===== config.mk =====
export PLATFORM = sky130hd
export DESIGN_NAME = e2e_profile44_checker_unit
export DESIGN_NICKNAME = d
export VERILOG_FILES = /design/src/rtl/e2e44_pkg.sv /design/src/rtl/e2e44_front.sv /design/src/rtl/e2e44_queue.sv /design/src/rtl/e2e44_back.sv /design/src/rtl/e2e_profile44_checker_unit.sv
export SDC_FILE = /design/constraint.sdc
export NUM_CORES = 1
export LEC_CHECK = 0
export ABC_AREA = 1
export BUFFER_PORTS_ARGS = -buffer_cell sky130_fd_sc_hd__buf_2
export CORE_MARGIN = 2
export CORE_UTILIZATION = 68
export DETAILED_ROUTE_END_ITERATION = 10
export PLACE_DENSITY = 0.88
export SETUP_SLACK_MARGIN = 0.02
export SLEW_MARGIN = 40
export SYNTH_ARGS = -nofsm -noshare
export SYNTH_HDL_FRONTEND = slang
export SYNTH_SLANG_ARGS = --single-unit

===== constraint.sdc =====
create_clock -name clock -period 5.45 [get_ports clock]
set_input_delay 0 -clock clock [delete_from_list [all_inputs] [get_ports clock]]
set_output_delay 0 -clock clock [all_outputs]
set_load 0.05 [all_outputs]

===== src/rtl/e2e44_pkg.sv =====
// shared types, constants and helper functions of the e2e profile 44 checker
`default_nettype none

package e2e44_pkg;

   localparam logic [31:0] CRC_INIT      = 32'hFFFF_FFFF;
   localparam logic [31:0] CRC_POLY_REFL = 32'hC8DF_352F;
   localparam logic [15:0] COUNTER_MAX   = 16'hFFFF;

   localparam int          HDR_BYTES   = 12;
   localparam logic [3:0]  HDR_LEN_END = 4'd2;
   localparam logic [3:0]  HDR_CTR_END = 4'd4;
   localparam logic [3:0]  HDR_ID_END  = 4'd8;

   localparam int          CSR_DATA_W  = 32;
   localparam int          CSR_INDEX_W = 3;

   localparam logic [CSR_INDEX_W-1:0] CSR_DATA_ID       = 3'd0;
   localparam logic [CSR_INDEX_W-1:0] CSR_HEADER_OFFSET = 3'd1;
   localparam logic [CSR_INDEX_W-1:0] CSR_MIN_LENGTH    = 3'd2;
   localparam logic [CSR_INDEX_W-1:0] CSR_MAX_LENGTH    = 3'd3;
   localparam logic [CSR_INDEX_W-1:0] CSR_MAX_DELTA     = 3'd4;

   localparam logic [31:0] RST_DATA_ID       = 32'd0;
   localparam logic [11:0] RST_HEADER_OFFSET = 12'd0;
   localparam logic [11:0] RST_MIN_LENGTH    = 12'd12;
   localparam logic [11:0] RST_MAX_LENGTH    = 12'd4095;
   localparam logic [15:0] RST_MAX_DELTA     = 16'd1;

   typedef enum logic [2:0] {
      ST_OK         = 3'd0,
      ST_OKSOMELOST = 3'd1,
      ST_ERROR      = 3'd2,
      ST_REPEATED   = 3'd3,
      ST_NONEWDATA  = 3'd4,
      ST_WRONGSEQ   = 3'd5
   } status_type;

   typedef enum logic [2:0] {
      GEN_OK        = 3'd0,
      GEN_ERROR     = 3'd1,
      GEN_REPEATED  = 3'd2,
      GEN_NONEWDATA = 3'd3,
      GEN_WRONGSEQ  = 3'd4
   } generic_type;

   typedef struct packed {
      logic [7:0] data_byte;
      logic       last_byte;
      logic       no_new_data;
   } req_type;

   typedef struct packed {
      logic       return_code;
      logic [2:0] check_result;
      logic [2:0] generic_result;
      logic [15:0] seen_counter;
   } rsp_type;

   typedef struct packed {
      logic [31:0] data_id;
      logic [11:0] header_offset;
      logic [11:0] min_length;
      logic [11:0] max_length;
      logic [15:0] max_delta;
   } cfg_type;

   // classified message handed from front to back
   typedef struct packed {
      logic        no_new_data;
      logic        len_oob;
      logic        fail;
      logic [15:0] counter;
   } job_type;

   function automatic logic [31:0] crc_byte(input logic [31:0] crc, input logic [7:0] b);
      logic [31:0] c;
      c = crc ^ {24'd0, b};
      for (int i = 0; i < 8; i++) begin
         if (c[0]) begin
            c = (c >> 1) ^ CRC_POLY_REFL;
         end else begin
            c = c >> 1;
         end
      end
      return c;
   endfunction

   function automatic generic_type map_generic(input status_type st);
      generic_type g;
      case (st)
         ST_OK:         g = GEN_OK;
         ST_OKSOMELOST: g = GEN_OK;
         ST_REPEATED:   g = GEN_REPEATED;
         ST_NONEWDATA:  g = GEN_NONEWDATA;
         ST_WRONGSEQ:   g = GEN_WRONGSEQ;
         default:       g = GEN_ERROR;
      endcase
      return g;
   endfunction

endpackage

`default_nettype wire


===== src/rtl/e2e44_front.sv =====
// front end: byte accumulation, crc, header capture and message classification
`default_nettype none

module e2e44_front import e2e44_pkg::*; #(
   parameter int MAX_MESSAGE_BYTES = 4095
) (
   input  wire logic    clock,
   input  wire logic    reset,
   input  wire cfg_type cfg,
   input  wire logic    req_valid,
   output logic         req_ready,
   input  wire req_type req_data,
   input  wire logic    job_full,
   output logic         job_push,
   output job_type      job_data
);

   localparam int CNT_W = $clog2(MAX_MESSAGE_BYTES + 2);
   localparam int CW    = (CNT_W > 16) ? CNT_W : 16;
   localparam logic [CNT_W-1:0] CNT_CAP = CNT_W'(MAX_MESSAGE_BYTES + 1);
   localparam logic [CW-1:0]    MAX_LEN = CW'(MAX_MESSAGE_BYTES);
   localparam logic [CW-1:0]    HDR_W   = CW'(HDR_BYTES);

   logic [CNT_W-1:0] count_ff, count_in;
   logic [31:0]      crc_ff, crc_in;
   logic [15:0]      hlen_ff, hlen_in;
   logic [15:0]      hctr_ff, hctr_in;
   logic [31:0]      hid_ff, hid_in;
   logic [31:0]      hcrc_ff, hcrc_in;

   logic             accept;
   logic [CW-1:0]    pos, off, rel, len;
   logic             in_hdr;
   logic [3:0]       k;
   logic [CNT_W-1:0] count_upd;
   logic [31:0]      crc_upd;
   logic [15:0]      hlen_upd, hctr_upd;
   logic [31:0]      hid_upd, hcrc_upd;

   assign req_ready = !job_full;
   assign accept    = req_valid && req_ready;

   always_comb begin
      pos    = CW'(count_ff);
      off    = CW'(cfg.header_offset);
      rel    = pos - off;
      k      = rel[3:0];
      in_hdr = (pos >= off) && (pos < off + HDR_W);

      hlen_upd = hlen_ff;
      hctr_upd = hctr_ff;
      hid_upd  = hid_ff;
      hcrc_upd = hcrc_ff;
      if (in_hdr) begin
         if (k < HDR_LEN_END) begin
            hlen_upd = {hlen_ff[7:0], req_data.data_byte};
         end else if (k < HDR_CTR_END) begin
            hctr_upd = {hctr_ff[7:0], req_data.data_byte};
         end else if (k < HDR_ID_END) begin
            hid_upd = {hid_ff[23:0], req_data.data_byte};
         end else begin
            hcrc_upd = {hcrc_ff[23:0], req_data.data_byte};
         end
      end

      // crc bytes themselves stay out of the crc
      crc_upd   = (in_hdr && (k >= HDR_ID_END)) ? crc_ff : crc_byte(crc_ff, req_data.data_byte);
      count_upd = (count_ff < CNT_CAP) ? count_ff + 1'b1 : count_ff;
      len       = CW'(count_upd);

      job_push             = accept && (req_data.no_new_data || req_data.last_byte);
      job_data.no_new_data = req_data.no_new_data;
      job_data.len_oob     = (len < CW'(cfg.min_length)) || (len > CW'(cfg.max_length))
                             || (len > MAX_LEN);
      job_data.fail        = (len < off + HDR_W) || ((crc_upd ^ CRC_INIT) != hcrc_upd)
                             || (hid_upd != cfg.data_id) || (CW'(hlen_upd) != len);
      job_data.counter     = hctr_upd;

      count_in = count_ff;
      crc_in   = crc_ff;
      hlen_in  = hlen_ff;
      hctr_in  = hctr_ff;
      hid_in   = hid_ff;
      hcrc_in  = hcrc_ff;
      if (accept) begin
         if (req_data.no_new_data || req_data.last_byte) begin
            count_in = '0;
            crc_in   = CRC_INIT;
            hlen_in  = '0;
            hctr_in  = '0;
            hid_in   = '0;
            hcrc_in  = '0;
         end else begin
            count_in = count_upd;
            crc_in   = crc_upd;
            hlen_in  = hlen_upd;
            hctr_in  = hctr_upd;
            hid_in   = hid_upd;
            hcrc_in  = hcrc_upd;
         end
      end
   end

   always_ff @(posedge clock) begin
      if (reset) begin
         count_ff <= '0;
         crc_ff   <= CRC_INIT;
         hlen_ff  <= '0;
         hctr_ff  <= '0;
         hid_ff   <= '0;
         hcrc_ff  <= '0;
      end else begin
         count_ff <= count_in;
         crc_ff   <= crc_in;
         hlen_ff  <= hlen_in;
         hctr_ff  <= hctr_in;
         hid_ff   <= hid_in;
         hcrc_ff  <= hcrc_in;
      end
   end

endmodule

`default_nettype wire


===== src/rtl/e2e44_queue.sv =====
// two-entry queue of classified messages between front and back
`default_nettype none

module e2e44_queue import e2e44_pkg::*; (
   input  wire logic    clock,
   input  wire logic    reset,
   input  wire logic    push,
   input  wire job_type push_data,
   output logic         full,
   input  wire logic    pop,
   output logic         pop_valid,
   output job_type      pop_data
);

   localparam int DEPTH = 2;
   localparam int PTR_W = $clog2(DEPTH);
   localparam int CNT_W = $clog2(DEPTH + 1);
   localparam logic [PTR_W-1:0] LAST_PTR = PTR_W'(DEPTH - 1);
   localparam logic [CNT_W-1:0] FULL_CNT = CNT_W'(DEPTH);

   job_type          mem_ff [DEPTH];
   logic [PTR_W-1:0] wr_ptr_ff, wr_ptr_in;
   logic [PTR_W-1:0] rd_ptr_ff, rd_ptr_in;
   logic [CNT_W-1:0] cnt_ff, cnt_in;

   assign full      = (cnt_ff == FULL_CNT);
   assign pop_valid = (cnt_ff != '0);
   assign pop_data  = mem_ff[rd_ptr_ff];

   always_comb begin
      wr_ptr_in = wr_ptr_ff;
      rd_ptr_in = rd_ptr_ff;
      cnt_in    = cnt_ff;
      if (push) begin
         wr_ptr_in = (wr_ptr_ff == LAST_PTR) ? '0 : wr_ptr_ff + 1'b1;
      end
      if (pop) begin
         rd_ptr_in = (rd_ptr_ff == LAST_PTR) ? '0 : rd_ptr_ff + 1'b1;
      end
      if (push && !pop) begin
         cnt_in = cnt_ff + 1'b1;
      end else if (pop && !push) begin
         cnt_in = cnt_ff - 1'b1;
      end
   end

   always_ff @(posedge clock) begin
      if (reset) begin
         wr_ptr_ff <= '0;
         rd_ptr_ff <= '0;
         cnt_ff    <= '0;
      end else begin
         wr_ptr_ff <= wr_ptr_in;
         rd_ptr_ff <= rd_ptr_in;
         cnt_ff    <= cnt_in;
      end
   end

   always_ff @(posedge clock) begin
      if (push) begin
         mem_ff[wr_ptr_ff] <= push_data;
      end
   end

endmodule

`default_nettype wire


===== src/rtl/e2e44_back.sv =====
// back end: sequence check, stored status and response register
`default_nettype none

module e2e44_back import e2e44_pkg::*; (
   input  wire logic    clock,
   input  wire logic    reset,
   input  wire cfg_type cfg,
   input  wire logic    job_valid,
   input  wire job_type job_data,
   output logic         job_pop,
   output logic         rsp_valid,
   input  wire logic    rsp_ready,
   output rsp_type      rsp_data
);

   logic [15:0] last_counter_ff, last_counter_in;
   status_type  status_ff, status_in;
   logic        rsp_valid_ff, rsp_valid_in;
   rsp_type     rsp_data_ff, rsp_data_in;

   logic [15:0] delta;
   logic        rc;

   assign rsp_valid = rsp_valid_ff;
   assign rsp_data  = rsp_data_ff;

   always_comb begin
      job_pop = job_valid && (!rsp_valid_ff || rsp_ready);
      delta   = job_data.counter - last_counter_ff;

      rc              = 1'b0;
      status_in       = status_ff;
      last_counter_in = last_counter_ff;
      if (job_pop) begin
         if (job_data.no_new_data) begin
            status_in = ST_NONEWDATA;
         end else if (job_data.len_oob) begin
            rc = 1'b1;
         end else if (job_data.fail) begin
            status_in = ST_ERROR;
         end else begin
            last_counter_in = job_data.counter;
            if (delta > cfg.max_delta) begin
               status_in = ST_WRONGSEQ;
            end else if (delta == 16'd0) begin
               status_in = ST_REPEATED;
            end else if (delta == 16'd1) begin
               status_in = ST_OK;
            end else begin
               status_in = ST_OKSOMELOST;
            end
         end
      end

      rsp_data_in                = rsp_data_ff;
      rsp_valid_in               = rsp_valid_ff && !rsp_ready;
      if (job_pop) begin
         rsp_valid_in               = 1'b1;
         rsp_data_in.return_code    = rc;
         rsp_data_in.check_result   = status_in;
         rsp_data_in.generic_result = rc ? GEN_ERROR : map_generic(status_in);
         rsp_data_in.seen_counter   = last_counter_in;
      end
   end

   always_ff @(posedge clock) begin
      if (reset) begin
         last_counter_ff <= COUNTER_MAX;
         status_ff       <= ST_ERROR;
         rsp_valid_ff    <= 1'b0;
      end else begin
         last_counter_ff <= last_counter_in;
         status_ff       <= status_in;
         rsp_valid_ff    <= rsp_valid_in;
      end
   end

   always_ff @(posedge clock) begin
      rsp_data_ff <= rsp_data_in;
   end

endmodule

`default_nettype wire


===== src/rtl/e2e_profile44_checker_unit.sv =====
// top level of the e2e profile 44 receive checker
//
// requests arrive on req_valid/req_ready/req_data, one message byte per request,
// with last_byte on the final byte, or a single request with no_new_data set.
// one response leaves on rsp_valid/rsp_ready/rsp_data for every last byte and
// every no-new-data request; other bytes give none.
// one request is taken per cycle while the queue is not full. the front end
// updates the crc and header fields for a byte in the cycle it is taken; a
// finished message then passes through the queue and the response register.
// a two-entry queue sits between front end and back end, and the back end
// holds its response in an output register, so the front end keeps taking
// bytes while a response waits; req_ready drops only when the queue is full.
// the user writes registers through csr_we/csr_index/csr_wdata only while idle; the block does not enforce it.
// synchronous reset restores the registers to their defaults, sets the stored
// counter to 0xffff and the stored status to error, and drops any partial
// message and any pending response.
`default_nettype none

module e2e_profile44_checker_unit import e2e44_pkg::*; #(
   parameter int MAX_MESSAGE_BYTES = 4095
) (
   input  wire logic                   clock,
   input  wire logic                   reset,
   input  wire logic                   req_valid,
   output logic                        req_ready,
   input  wire req_type                req_data,
   output logic                        rsp_valid,
   input  wire logic                   rsp_ready,
   output rsp_type                     rsp_data,
   input  wire logic                   csr_we,
   input  wire logic [CSR_INDEX_W-1:0] csr_index,
   input  wire logic [CSR_DATA_W-1:0]  csr_wdata
);

   cfg_type cfg_ff, cfg_in;

   logic    job_push, job_full, job_pop, job_valid;
   job_type push_data, pop_data;

   always_comb begin
      cfg_in = cfg_ff;
      if (csr_we) begin
         case (csr_index)
            CSR_DATA_ID:       cfg_in.data_id       = csr_wdata;
            CSR_HEADER_OFFSET: cfg_in.header_offset = csr_wdata[11:0];
            CSR_MIN_LENGTH:    cfg_in.min_length    = csr_wdata[11:0];
            CSR_MAX_LENGTH:    cfg_in.max_length    = csr_wdata[11:0];
            CSR_MAX_DELTA:     cfg_in.max_delta     = csr_wdata[15:0];
            default:           cfg_in = cfg_ff;
         endcase
      end
   end

   always_ff @(posedge clock) begin
      if (reset) begin
         cfg_ff.data_id       <= RST_DATA_ID;
         cfg_ff.header_offset <= RST_HEADER_OFFSET;
         cfg_ff.min_length    <= RST_MIN_LENGTH;
         cfg_ff.max_length    <= RST_MAX_LENGTH;
         cfg_ff.max_delta     <= RST_MAX_DELTA;
      end else begin
         cfg_ff <= cfg_in;
      end
   end

   e2e44_front #(
      .MAX_MESSAGE_BYTES (MAX_MESSAGE_BYTES)
   ) u_front (
      .clock     (clock),
      .reset     (reset),
      .cfg       (cfg_ff),
      .req_valid (req_valid),
      .req_ready (req_ready),
      .req_data  (req_data),
      .job_full  (job_full),
      .job_push  (job_push),
      .job_data  (push_data)
   );

   e2e44_queue u_queue (
      .clock     (clock),
      .reset     (reset),
      .push      (job_push),
      .push_data (push_data),
      .full      (job_full),
      .pop       (job_pop),
      .pop_valid (job_valid),
      .pop_data  (pop_data)
   );

   e2e44_back u_back (
      .clock     (clock),
      .reset     (reset),
      .cfg       (cfg_ff),
      .job_valid (job_valid),
      .job_data  (pop_data),
      .job_pop   (job_pop),
      .rsp_valid (rsp_valid),
      .rsp_ready (rsp_ready),
      .rsp_data  (rsp_data)
   );

endmodule

`default_nettype wire


==> reports/qor.yml, run 1 <==
cts_buffers: 36
place_hpwl_um: 39500
die_x_um: 172
post_dp_cell_area_um2: 19700
worst_setup_path_end_kind: "flip-flop"
syn_inst: 2780
r2r_cells: 29
period_share_pct: 88.8
synth_top_cell_area_share_pct: 26.2
grt_overflow: 0
core_um2: 27800
p_sw_w: 0.00406
pwr-share-clk_pct: 26.3
p_sw_share_pct: 43.3
drive_gt1_share_pct: 9.69
htree_levels: 2
hold_depth: 5
crit_type: "flip-flop to flip-flop"
io_pins: 75
dr.pass1.iters: 8
ys_async_sr_fraction_pct: 0
grt_first_pass_wirelength_um: 91800
outcome: "finished clean"
ctsLongestPathBuffers: 3
fillerInstances: 2096
grt_pass1_vias: 18300
holdPathEnd: "u_front.hlen_ff[5]"
reg2reg_to: "u_back.rsp_data[17]"
slowest_delay_ps: 790
maxCapViolCount: 0
yosysWarnings: 0
drt-initial-drc-count: 2226
vias: 19300
worstSetupStartpointType: "flip-flop"
initial_core_util_pct: 68.9
p_int_w: 0.00533
syn_area_per_cell_um2: 6.88
hold_viol: 0
synth-edff-count: 61
crit_fanout: 20
min_from: "req_data[7]"
sequentialPowerShare_pct: 28.9
ys_types: 58
min_path_type: "input pin to flip-flop"
max_slew.worst_pin.slew_ps: 844
routed_wirelength_um: 58000
synthTopCellsByArea: "dfxtp_1, nand2_1, edfxtp_1"
cts_sinks: 311
rsz0062_at_grt: "false"
grt.total_usage_pct: 39.4
p_leak_nw: 10.1
cp_num_buf_inv: 2
crit_slowest_cell: "dfxtp_1"
syn2layout_area_growth_pct: 11.5
postRouteAntennaNets: 0
cts_tree: "yes"
grt_start_max_net_pins: 96
p_comb_share_pct: 44.8
timing.final.crit_period_ps: 4840
portBuffers: 74
skew_ps: 21.3
relSlewSlack_pct: 43.8
syn_nets: 2924
nets: 2997
path_common_cell: "nand2_1"
synthFlopType: "dfxtp_1"
peakVddDrop_uv: 333
viasPerCell: 5.91
finalSetupTns_ps: 0
ys_seq_elements: 311
worstSkewPairLatency_ps: 540
slew_violations: 0
p_per_area_nw_per_um2: 440
antenna_found_initial: 0
die_area_um2: 29500
fin_area_um2: 21300
required_ps: 5730
max_freq_mhz: 207
cts_root_buf: "clkbuf_16"
drcViolationCount: 0
die_h_um: 172
num_rows: 61
arrival_ps: 5120
gp_congestion: 0.977
setup_viol: 0
clk_pin_slew_ps: 60
path_delay_family: "simple AND/OR/NAND/NOR gates"
r2r_slack_ps: 610
cts_setup_buffers: 0
netlist_area_um2: 19100
seq_area_frac_synth_pct: 35.7
wl_per_cell_um: 17.8
synth_top_area_cell: "dfxtp_1"
-- power groups by stage --
stage | Clock, W | Combinational [W] | Sequential [W]
after floorplan | 0 | 0.00303 | 0.00281
after global placement | 0 | 0.00393 | 0.00274
after detailed placement | 0 | 0.00404 | 0.00275
after CTS | 0.00246 | 0.00410 | 0.00271
after global routing | 0.00256 | 0.00464 | 0.00273
final | 0.00247 | 0.00421 | 0.00271
-- layout by cell type, fill, tap and decap left out, drive strengths merged, types with 6 or more instances in the layout --
cell / count
clkbuf: 48
nand3: 150
or2: 39
o21ai: 231
buf: 98
nor3: 14
xnor2: 15
dfxtp: 250
o21a: 6
xor2: 63
dlygate4sd3: 44
edfxtp: 61
nand3b: 14
nand4: 30
ha: 92
mux2: 8
inv: 346
a21oi: 258
nor2: 135
clkinv: 10
nand2: 929
-- what timing repair did --
item | 4_1_cts | 5_1_grt
hold buffers | 44 | 0
setup endpoints to repair | 0 | 2
endpoints found under the hold margin | 99 | 0
resized for setup | 0 | 2
-- state kept, by name, indices dropped and copies added, names as in the netlist, 16 cells and up, named ones only --
register	cells
u_front.hlen_ff	16
u_front.crc_ff	32
u_front.hctr_ff	16
u_back.last_counter_ff	16
cfg_ff	84
u_front.hcrc_ff	32
u_queue.mem_ff	38
u_back.rsp_data	23
u_front.hid_ff	32
-- cell usage after synthesis, types with 3 or more instances --
cell type and count:
buf_4 5, xnor2_1 15, buf_6 8, clkbuf_1 74, dfxtp_1 250, nor2_1 132, inv_4 5, o21a_1 6
o211ai_1 5, buf_1 4, inv_1 326, edfxtp_1 61, xor2_1 61, or2_2 26, a21oi_1 255, nand3b_1 14
nand3_2 11, nand2_4 16, a21o_1 3, or2_1 12, buf_2 15, o21ai_1 17, nand2_1 884, mux2_2 8
nand4_1 30, nand3_1 139, xnor3_1 4, ha_1 92, inv_2 13, nand2_2 28, o21ai_0 212, nor3_1 13
-- stage by stage --
stage	hold slack, ps	util [%]	setup WS, ps	total power, W	std cells
2_1_floorplan	98.9	-	1710	0.00584	2780
3_3_place_gp	251	70.8	738	0.00668	3149
3_5_place_dp	251	70.9	613	0.00679	3149
4_1_cts	15.3	76.7	598	0.00926	3257
5_1_grt	65.8	76.8	101	0.00993	3257
6_report	27.7	76.8	609	0.00939	3258
-- per-layer routing --
layer | up-vias | track usage (%) | wire length [um]
met1 | 8841 | 47.2 | 22000
met2 | 1042 | 67.3 | 27300
met4 | 0 | 22.7 | 3740
met3 | 286 | 6.21 | 4920
met5 | - | 0 | 0
li1 | 9094 | - | -
-- worst min-delay path, delay by kind of cell --
kind,cells,cell delay [ps]
AOI/OAI and AO/OA,2,250
buffers and inverters,2,210
and+or+nand+nor,1,50
-- cell families (layout without fill, tap and decap cells) --
kind of cell | count (synthesis) | count (layout) | synth area share [%]
adder cells (fa/ha/maj) | 94 | 94 | 6.23
multiplexers | 9 | 9 | 0.523
AND/OR/NAND/NOR | 1315 | 1315 | 29.7
flip-flops | 311 | 311 | 35.7
buffers and inverters | 451 | 550 | 9.48
other | 0 | 1 | 0
XOR/XNOR | 83 | 83 | 4.24
AO/OA/AOI/OAI | 517 | 517 | 14.1
-- worst max-delay path by stage --
stage | slack (ps) | start | cells past startpoint | end
global placement | 740 | cfg_ff[42] | 27 | u_queue.mem_ff[0][16]
detailed placement | 610 | cfg_ff[42] | 27 | u_queue.mem_ff[1][16]
floorplan | 1710 | flip-flop | 28 | u_back.rsp_data[17]
global route | 100 | flip-flop | 29 | u_back.rsp_data[17]
finish | 610 | flip-flop | 29 | u_back.rsp_data[17]
CTS | 600 | cfg_ff[42] | 27 | u_queue.mem_ff[0][16]
-- area by class of cell --
cell class / instances / area, um^2 / area share, %
Inverter: 344 / 1310 / 6.12
Clock inverter: 16 / 170 / 0.798
Antenna cell: 1 / 2.50 / 0.0117
Timing Repair Buffer: 142 / 1010 / 4.75
Tap cell: 378 / 473 / 2.22
Sequential cell: 311 / 6840 / 32.1
Clock buffer: 48 / 1020 / 4.77
Multi-Input combinational cell: 2018 / 10500 / 49.3
Power figures use the tool's default switching activity.
==> run 2, diff against run 1 <==
Settings changed: CORE_UTILIZATION 68 to 40, PLACE_DENSITY 0.88 to 0.57.
==> run 2 against run 1 <==
  * Register-to-register slack improved by 50 ps
  * Via count decreased by 6.9%
  * Total power increased by 3.8%
  * Worst hold slack improved by 9.7 ps
  * First-iteration DRC count decreased by 42%
  * Cell count increased by 7.4%
  * Combinational power increased by 1%
  * Count of clock-buffer cells in the layout increased by 7
  * Routed wire length increased by 2.3%
  * Critical path depth decreased by 2
  * Setup slack improved by 48 ps
  * Die area increased by 68%
  * Critical path type unchanged
  * Largest cell class unchanged
==> reports/qor.yml, run 2 (synthesis gave the netlist of run 1 again) <==
drt-initial-drc-count: 1301  # was 2226
postRouteAntennaNets: 0  # unchanged
grt_use_met2_pct: 38.5  # was 67.3%
top_regs: "cfg_ff x84, u_queue.mem_ff x38"  # unchanged
p_leak_nw: 10.2  # was 10.1 nW
viasPerCell: 5.12  # was 5.91
cts_root_buf: "clkbuf_16"  # unchanged
use_met3_pct: 3.74  # was 6.21%
cts_buffers: 40  # was 36
busiest_layer: "met2"  # unchanged
rsz0062_at_grt: "false"  # unchanged
final_common_cell: "nand2_1"  # unchanged
grt_pass1_vias: 16700  # was 18300
grt.total_usage_pct: 23.7  # was 39.4%
die_h_um: 223  # was 172 um
peakVddDrop_uv: 478  # was 333 uV
clk_pin_slew_ps: 60  # about the same
top_register: "cfg_ff"  # unchanged
largest_reg_flops: 84  # unchanged
vias: 17900  # was 19300
die_x_um: 223  # was 172 um
maxCapViolCount: 0  # unchanged
die_area_um2: 49600  # was 29500 um^2
layout_common_cells: "nand2_1, inv_1, a21oi_1, dfxtp_1, o21ai_0"  # unchanged
p_per_area_nw_per_um2: 446  # was 440 nW/um^2
totalPowerFinal_w: 0.00975  # was 0.00939 W
cts_resized: 0  # unchanged
initial_core_util_pct: 40.3  # was 68.9%
outcome: "finished clean"  # unchanged
grt_start_max_net_pins: 97  # was 96
routed_wirelength_um: 59300  # was 58000 um
arrival_ps: 5110  # was 5120 ps
num_rows: 80  # was 61
gp_congestion: 0.904  # was 0.977
grt.met1_usage_pct: 32.2  # was 47.2%
syn2layout_area_growth_pct: 14.1  # was 11.5%
setup_slack_ps: 657  # was 609 ps
dr.pass1.iters: 7  # was 8
antenna_found_initial: 1  # was 0
place_hpwl_um: 41900  # was 39500 um
crit_type: "flip-flop to flip-flop"  # unchanged
portBuffers: 74  # unchanged
setup_viol: 0  # unchanged
grt_first_pass_wirelength_um: 92300  # was 91800 um
dp_slack_ps: 695  # was 613 ps
io_pins: 75  # unchanged
grt_overflow: 0  # unchanged
worst_setup_path_end_kind: "flip-flop"  # unchanged
period_share_pct: 87.9  # was 88.8%
finalSetupTns_ps: 0  # unchanged
min_from: "req_data[2]"  # was req_data[7]
r2r-start: "cfg_ff[42]"
cp-startpoint: "cfg_ff[42]"
postCtsHoldBufs: 45  # was 44
skew_ps: 30.2  # was 21.3 ps
drcViolationCount: 0  # unchanged
htree_levels: 2  # unchanged
worstSkewPairLatency_ps: 580  # was 540 ps
core_um2: 47400  # was 27800 um^2
hold_viol: 0  # unchanged
timing.final.crit_period_ps: 4790  # was 4840 ps
max_freq_mhz: 209  # was 207 MHz
worstSetupStartpointType: "flip-flop"  # unchanged
ctsLongestPathBuffers: 3  # unchanged
min_path_type: "input pin to flip-flop"  # unchanged
relSlewSlack_pct: 44.7  # was 43.8%
crit_fanout: 32  # was 20
cts_sinks: 311  # unchanged
nets: 2998  # was 2997
cts_setup_buffers: 0  # unchanged
wl_per_cell_um: 16.9  # was 17.8 um
required_ps: 5770  # was 5730 ps
max_slew.worst_pin.slew_ps: 827  # was 844 ps
cts_tree: "yes"  # unchanged
drive_gt1_share_pct: 9.85  # was 9.69%
slew_violations: 0  # unchanged
run 2: where the power goes:
group          leakage (nW)  internal [W]  total [W]  switching, W
Clock                 0.685       0.00172    0.00279       0.00107
Combinational          6.98       0.00130    0.00425       0.00295
Sequential             2.55       0.00257    0.00270      0.000129
Total                  10.2       0.00559    0.00975       0.00416
run 2: metal layers:
layer	wire (um)	vias up
li1	-	9095
met1	27900	8300
met2	26800	454
met3	3030	88
met4	1580	0
met5	0	-
run 2: critical path, stage by stage, from the launching register on:
cell and delay (ps):
dfxtp_1 360, inv_1 100, ha_1 220, inv_1 50, nand2_1 60, nor2_1 160, nand3_1 160, nor2_1 160
nand2_1 80, xor2_1 200, ha_1 280, a21oi_1 140, o21a_1 130, nand2_1 80, a21oi_4 210, nand2_4 200
inv_4 260, nand2_4 220, inv_2 470, nand2_1 180, nand3b_1 130, nand2_1 50, a21oi_1 130, nand3_1 100
nor2_1 110, nand2_1 60, nor2_1 100, nand3_1 100
run 2: worst paths after layout:
path                            depth (start not counted)               endpoint  slack, ps
worst min register to register                          1      u_queue.rd_ptr_ff        460
worst max register to register                         27  u_queue.mem_ff[1][16]        660
worst max-delay path                                   27  u_queue.mem_ff[1][16]        660
worst min-delay path                                    5      u_front.hid_ff[0]         40
run 2: metrics by stage:
| step | hold WS [ps] | cell area (um^2) | utilization, % | cells |
|---|---|---|---|---|
| floorplan | 98.9 | 19100 | - | 2780 |
| global placement | 237 | 20000 | 42.1 | 3382 |
| detailed placement | 239 | 20000 | 42.1 | 3382 |
| CTS | 13.7 | 21800 | 46.0 | 3499 |
| global route | 54.9 | 21800 | 46.0 | 3499 |
| finish | 37.4 | 21800 | 46.0 | 3500 |
run 2: area by class of cell:
type | instances | area (um^2)
clock inverter | 17 | 248
tap | 615 | 769
clock buffer | 55 | 1150
fill | 4869 | 25600
multi-input combinational | 2018 | 10500
inverter | 344 | 1310
antenna | 1 | 2.50
timing repair buffer | 139 | 1010
sequential | 311 | 6840
==> run 3, diff against run 2 <==
Settings changed: CORE_MARGIN 2 to unset, SYNTH_HIERARCHICAL set to 1.
==> run 3 against run 2 <==
  * Via count rose by 17%
  * Sequential power rose by 2%
  * Setup slack improved by 110 ps
  * Largest cell class unchanged
==> reports/qor.yml, run 3 <==
min_path_type: "input pin to flip-flop"  # unchanged
p_per_area_nw_per_um2: 433  # was 446 nW/um^2
min_from: "req_data[4]"  # was req_data[2]
syn_nets: 3445  # was 2924
cp-startpoint: "cfg_ff[42]"  # unchanged
final_common_cell: "nand2_1"  # unchanged
crit_type: "flip-flop to flip-flop"  # unchanged
clk_pin_slew_ps: 60  # about the same
cts_tree: "yes"  # unchanged
skew_ps: 24.3  # was 30.2 ps
core_um2: 52600  # was 47400 um^2
syn_inst: 3305  # was 2780
cts_sinks: 311  # unchanged
nets: 3515  # was 2998
synthTopCellsByArea: "dfxtp_1, nand2_1, edfxtp_1"  # unchanged
relSlewSlack_pct: 43.1  # was 44.7%
hold_viol: 0  # unchanged
maxCapViolCount: 0  # unchanged
synth-edff-count: 61  # unchanged
outcome: "finished clean"  # unchanged
cts_resized: 0  # unchanged
worstSetupStartpointType: "flip-flop"  # unchanged
die_x_um: 232  # was 223 um
p_leak_nw: 11.6  # was 10.2 nW
crit_fanout: 33  # was 32
syn2layout_area_growth_pct: 12.8  # was 14.1%
r2r-start: "cfg_ff[42]"  # unchanged
synth_most_common_cell: "nand2_1"  # unchanged
peakVddDrop_uv: 239  # was 478 uV
grt_overflow: 0  # unchanged
grt.total_usage_pct: 26.0  # was 23.7%
worstSkewPairLatency_ps: 580  # about the same
worst_setup_path_end_kind: "flip-flop"  # unchanged
seq_area_frac_synth_pct: 32.2  # was 35.7%
cts_buffers: 39  # was 40
synthFlopType: "dfxtp_1"  # unchanged
die_h_um: 232  # was 223 um
io_pins: 75  # unchanged
portBuffers: 74  # unchanged
dr.pass1.iters: 7  # unchanged
hold_slack_ps: 59.3  # was 37.4 ps
num_rows: 84  # was 80
routed_wirelength_um: 70400  # was 59300 um
rsz0062_at_grt: "false"  # unchanged
drcViolationCount: 0  # unchanged
timing.final.crit_period_ps: 4690  # was 4790 ps
grt_start_max_net_pins: 109  # was 97
slew_violations: 0  # unchanged
setup_viol: 0  # unchanged
ys_async_sr_fraction_pct: 0  # unchanged
yosysWarnings: 6  # was 0
synth_top_area_cell: "dfxtp_1"  # unchanged
finalSetupTns_ps: 0  # unchanged
arrival_ps: 4980  # was 5110 ps
antenna_found_initial: 3  # was 1
diodes: 0  # was 1
layout_common_cells: "nand2_1, inv_1, nand3_1, dfxtp_1, nor2_1"  # was nand2_1, inv_1, a21oi_1, dfxtp_1, o21ai_0
largest_reg_flops: 84  # unchanged
post_dp_cell_area_um2: 22000  # was 20000 um^2
period_share_pct: 86.0  # was 87.9%
vias: 21000  # was 17900
ctsLongestPathBuffers: 3  # unchanged
htree_levels: 2  # unchanged
ys_seq_elements: 311  # unchanged
die_area_um2: 54000  # was 49600 um^2
max_slew.worst_pin.slew_ps: 853  # was 827 ps
fin_area_um2: 24000  # was 21800 um^2
syn_area_per_cell_um2: 6.43  # was 6.88 um^2
gp_congestion: 0.943  # was 0.904
max_freq_mhz: 213  # was 209 MHz
postRouteAntennaNets: 0  # unchanged
initial_core_util_pct: 40.4  # was 40.3%
cts_root_buf: "clkbuf_16"  # unchanged
synth_top_cell_area_share_pct: 23.6  # was 26.2%
top_regs: "cfg_ff x84, u_queue/mem_ff x38"  # was cfg_ff x84, u_queue.mem_ff x38
netlist_area_um2: 21200  # was 19100 um^2
drive_gt1_share_pct: 8.78  # was 9.85%
wl_per_cell_um: 17.2  # was 16.9 um
ys_types: 54  # was 58
viasPerCell: 5.12  # about the same
drt-initial-drc-count: 1958  # was 1301
place_hpwl_um: 51300  # was 41900 um
grt_pass1_vias: 19100  # was 16700
grt_first_pass_wirelength_um: 108000  # was 92300 um
synth_common_cells: "nand2_1, inv_1, nor2_1, nand3_1, dfxtp_1"  # was nand2_1, inv_1, a21oi_1, dfxtp_1, o21ai_0
required_ps: 5740  # was 5770 ps
top_register: "cfg_ff"  # unchanged
-- run 3: changes by cell type after synthesis, sizes merged, moves of 36 or more --
| cell | previous run | this run |
|---|---|---|
| inv | 344 | 441 |
| o21ai | 231 | 163 |
| buf | 33 | 69 |
| nand2 | 929 | 1212 |
| nor2 | 135 | 267 |
| a21oi | 258 | 183 |
| nand3 | 150 | 262 |
-- run 3: where the power goes --
part	total (W)	internal [W]	switching, W	leakage, nW
clock	0.00258	0.00148	0.00110	0.624
combinational	0.00503	0.00158	0.00346	8.43
sequential	0.00276	0.00259	0.000174	2.55
total	0.0104	0.00564	0.00473	11.6
-- run 3: worst max-delay path, stage by stage, from the launching register on --
cell and delay (ps):
dfxtp_1 410, inv_1 100, ha_1 220, or2_2 340, nor2_1 200, nand3_1 120
xor2_1 220, ha_1 280, a21oi_1 190, nor2_1 80, nor2_2 160, nand4_4 150
inv_2 540, nand2_1 160, nand2_1 110, xor2_1 410, nand3_1 150, nor2_1 130
nand2_1 90, nor2_1 120, nand3_1 160
-- run 3: layout make-up --
type	count	area (um^2)
Clock buffer	54	1110
Tap cell	688	861
Multi-Input combinational cell	2417	12100
Sequential cell	311	6840
Fill cell	5475	28600
Inverter	442	1660
Clock inverter	17	153
Timing Repair Buffer	164	1260
-- run 3: metrics by stage --
step           util, %  setup slack (ps)  std cells  power, W
2_1_floorplan        -              1970       3305   0.00644
3_3_place_gp      41.9               936       3956   0.00768
3_5_place_dp      41.9               858       3958   0.00773
4_1_cts           45.6               856       4092    0.0104
5_1_grt           45.6               482       4093    0.0111
6_report          45.6               765       4093    0.0104
-- run 3: path summary, 6_finish.rpt --
kind	slack, ps	cells after the start	endpoint
max reg2reg	760	20	u_queue/mem_ff[0][16]
min reg2reg	460	2	cfg_ff[22]
min	60	5	u_front/hlen_ff[2]
max	760	20	u_queue/mem_ff[0][16]
-- run 3: per-layer routing --
layer,GRT usage (%),part of all wire [%],vias to the layer above
li1,-,-,10600
met1,34.9,45,9589
met2,42.2,45,693
met3,4.12,6.7,104
met4,8.44,3.3,4
met5,0,0.074,-
-- run 3: cells by family after synthesis --
group	Yosys count	share of synthesized area (%)
compound gates	389	9.82
buf+inv	577	11.3
fa+ha+maj	90	5.37
xor+xnor	80	3.30
simple gates	1830	36.5
flops	311	32.2
mux	28	1.61
-- run 3: what timing repair did --
| action | CTS | global route |
|---|---|---|
| setup buffers | 0 | 0 |
| endpoints found under the hold margin | 106 | 0 |
| hold buffers | 63 | 0 |
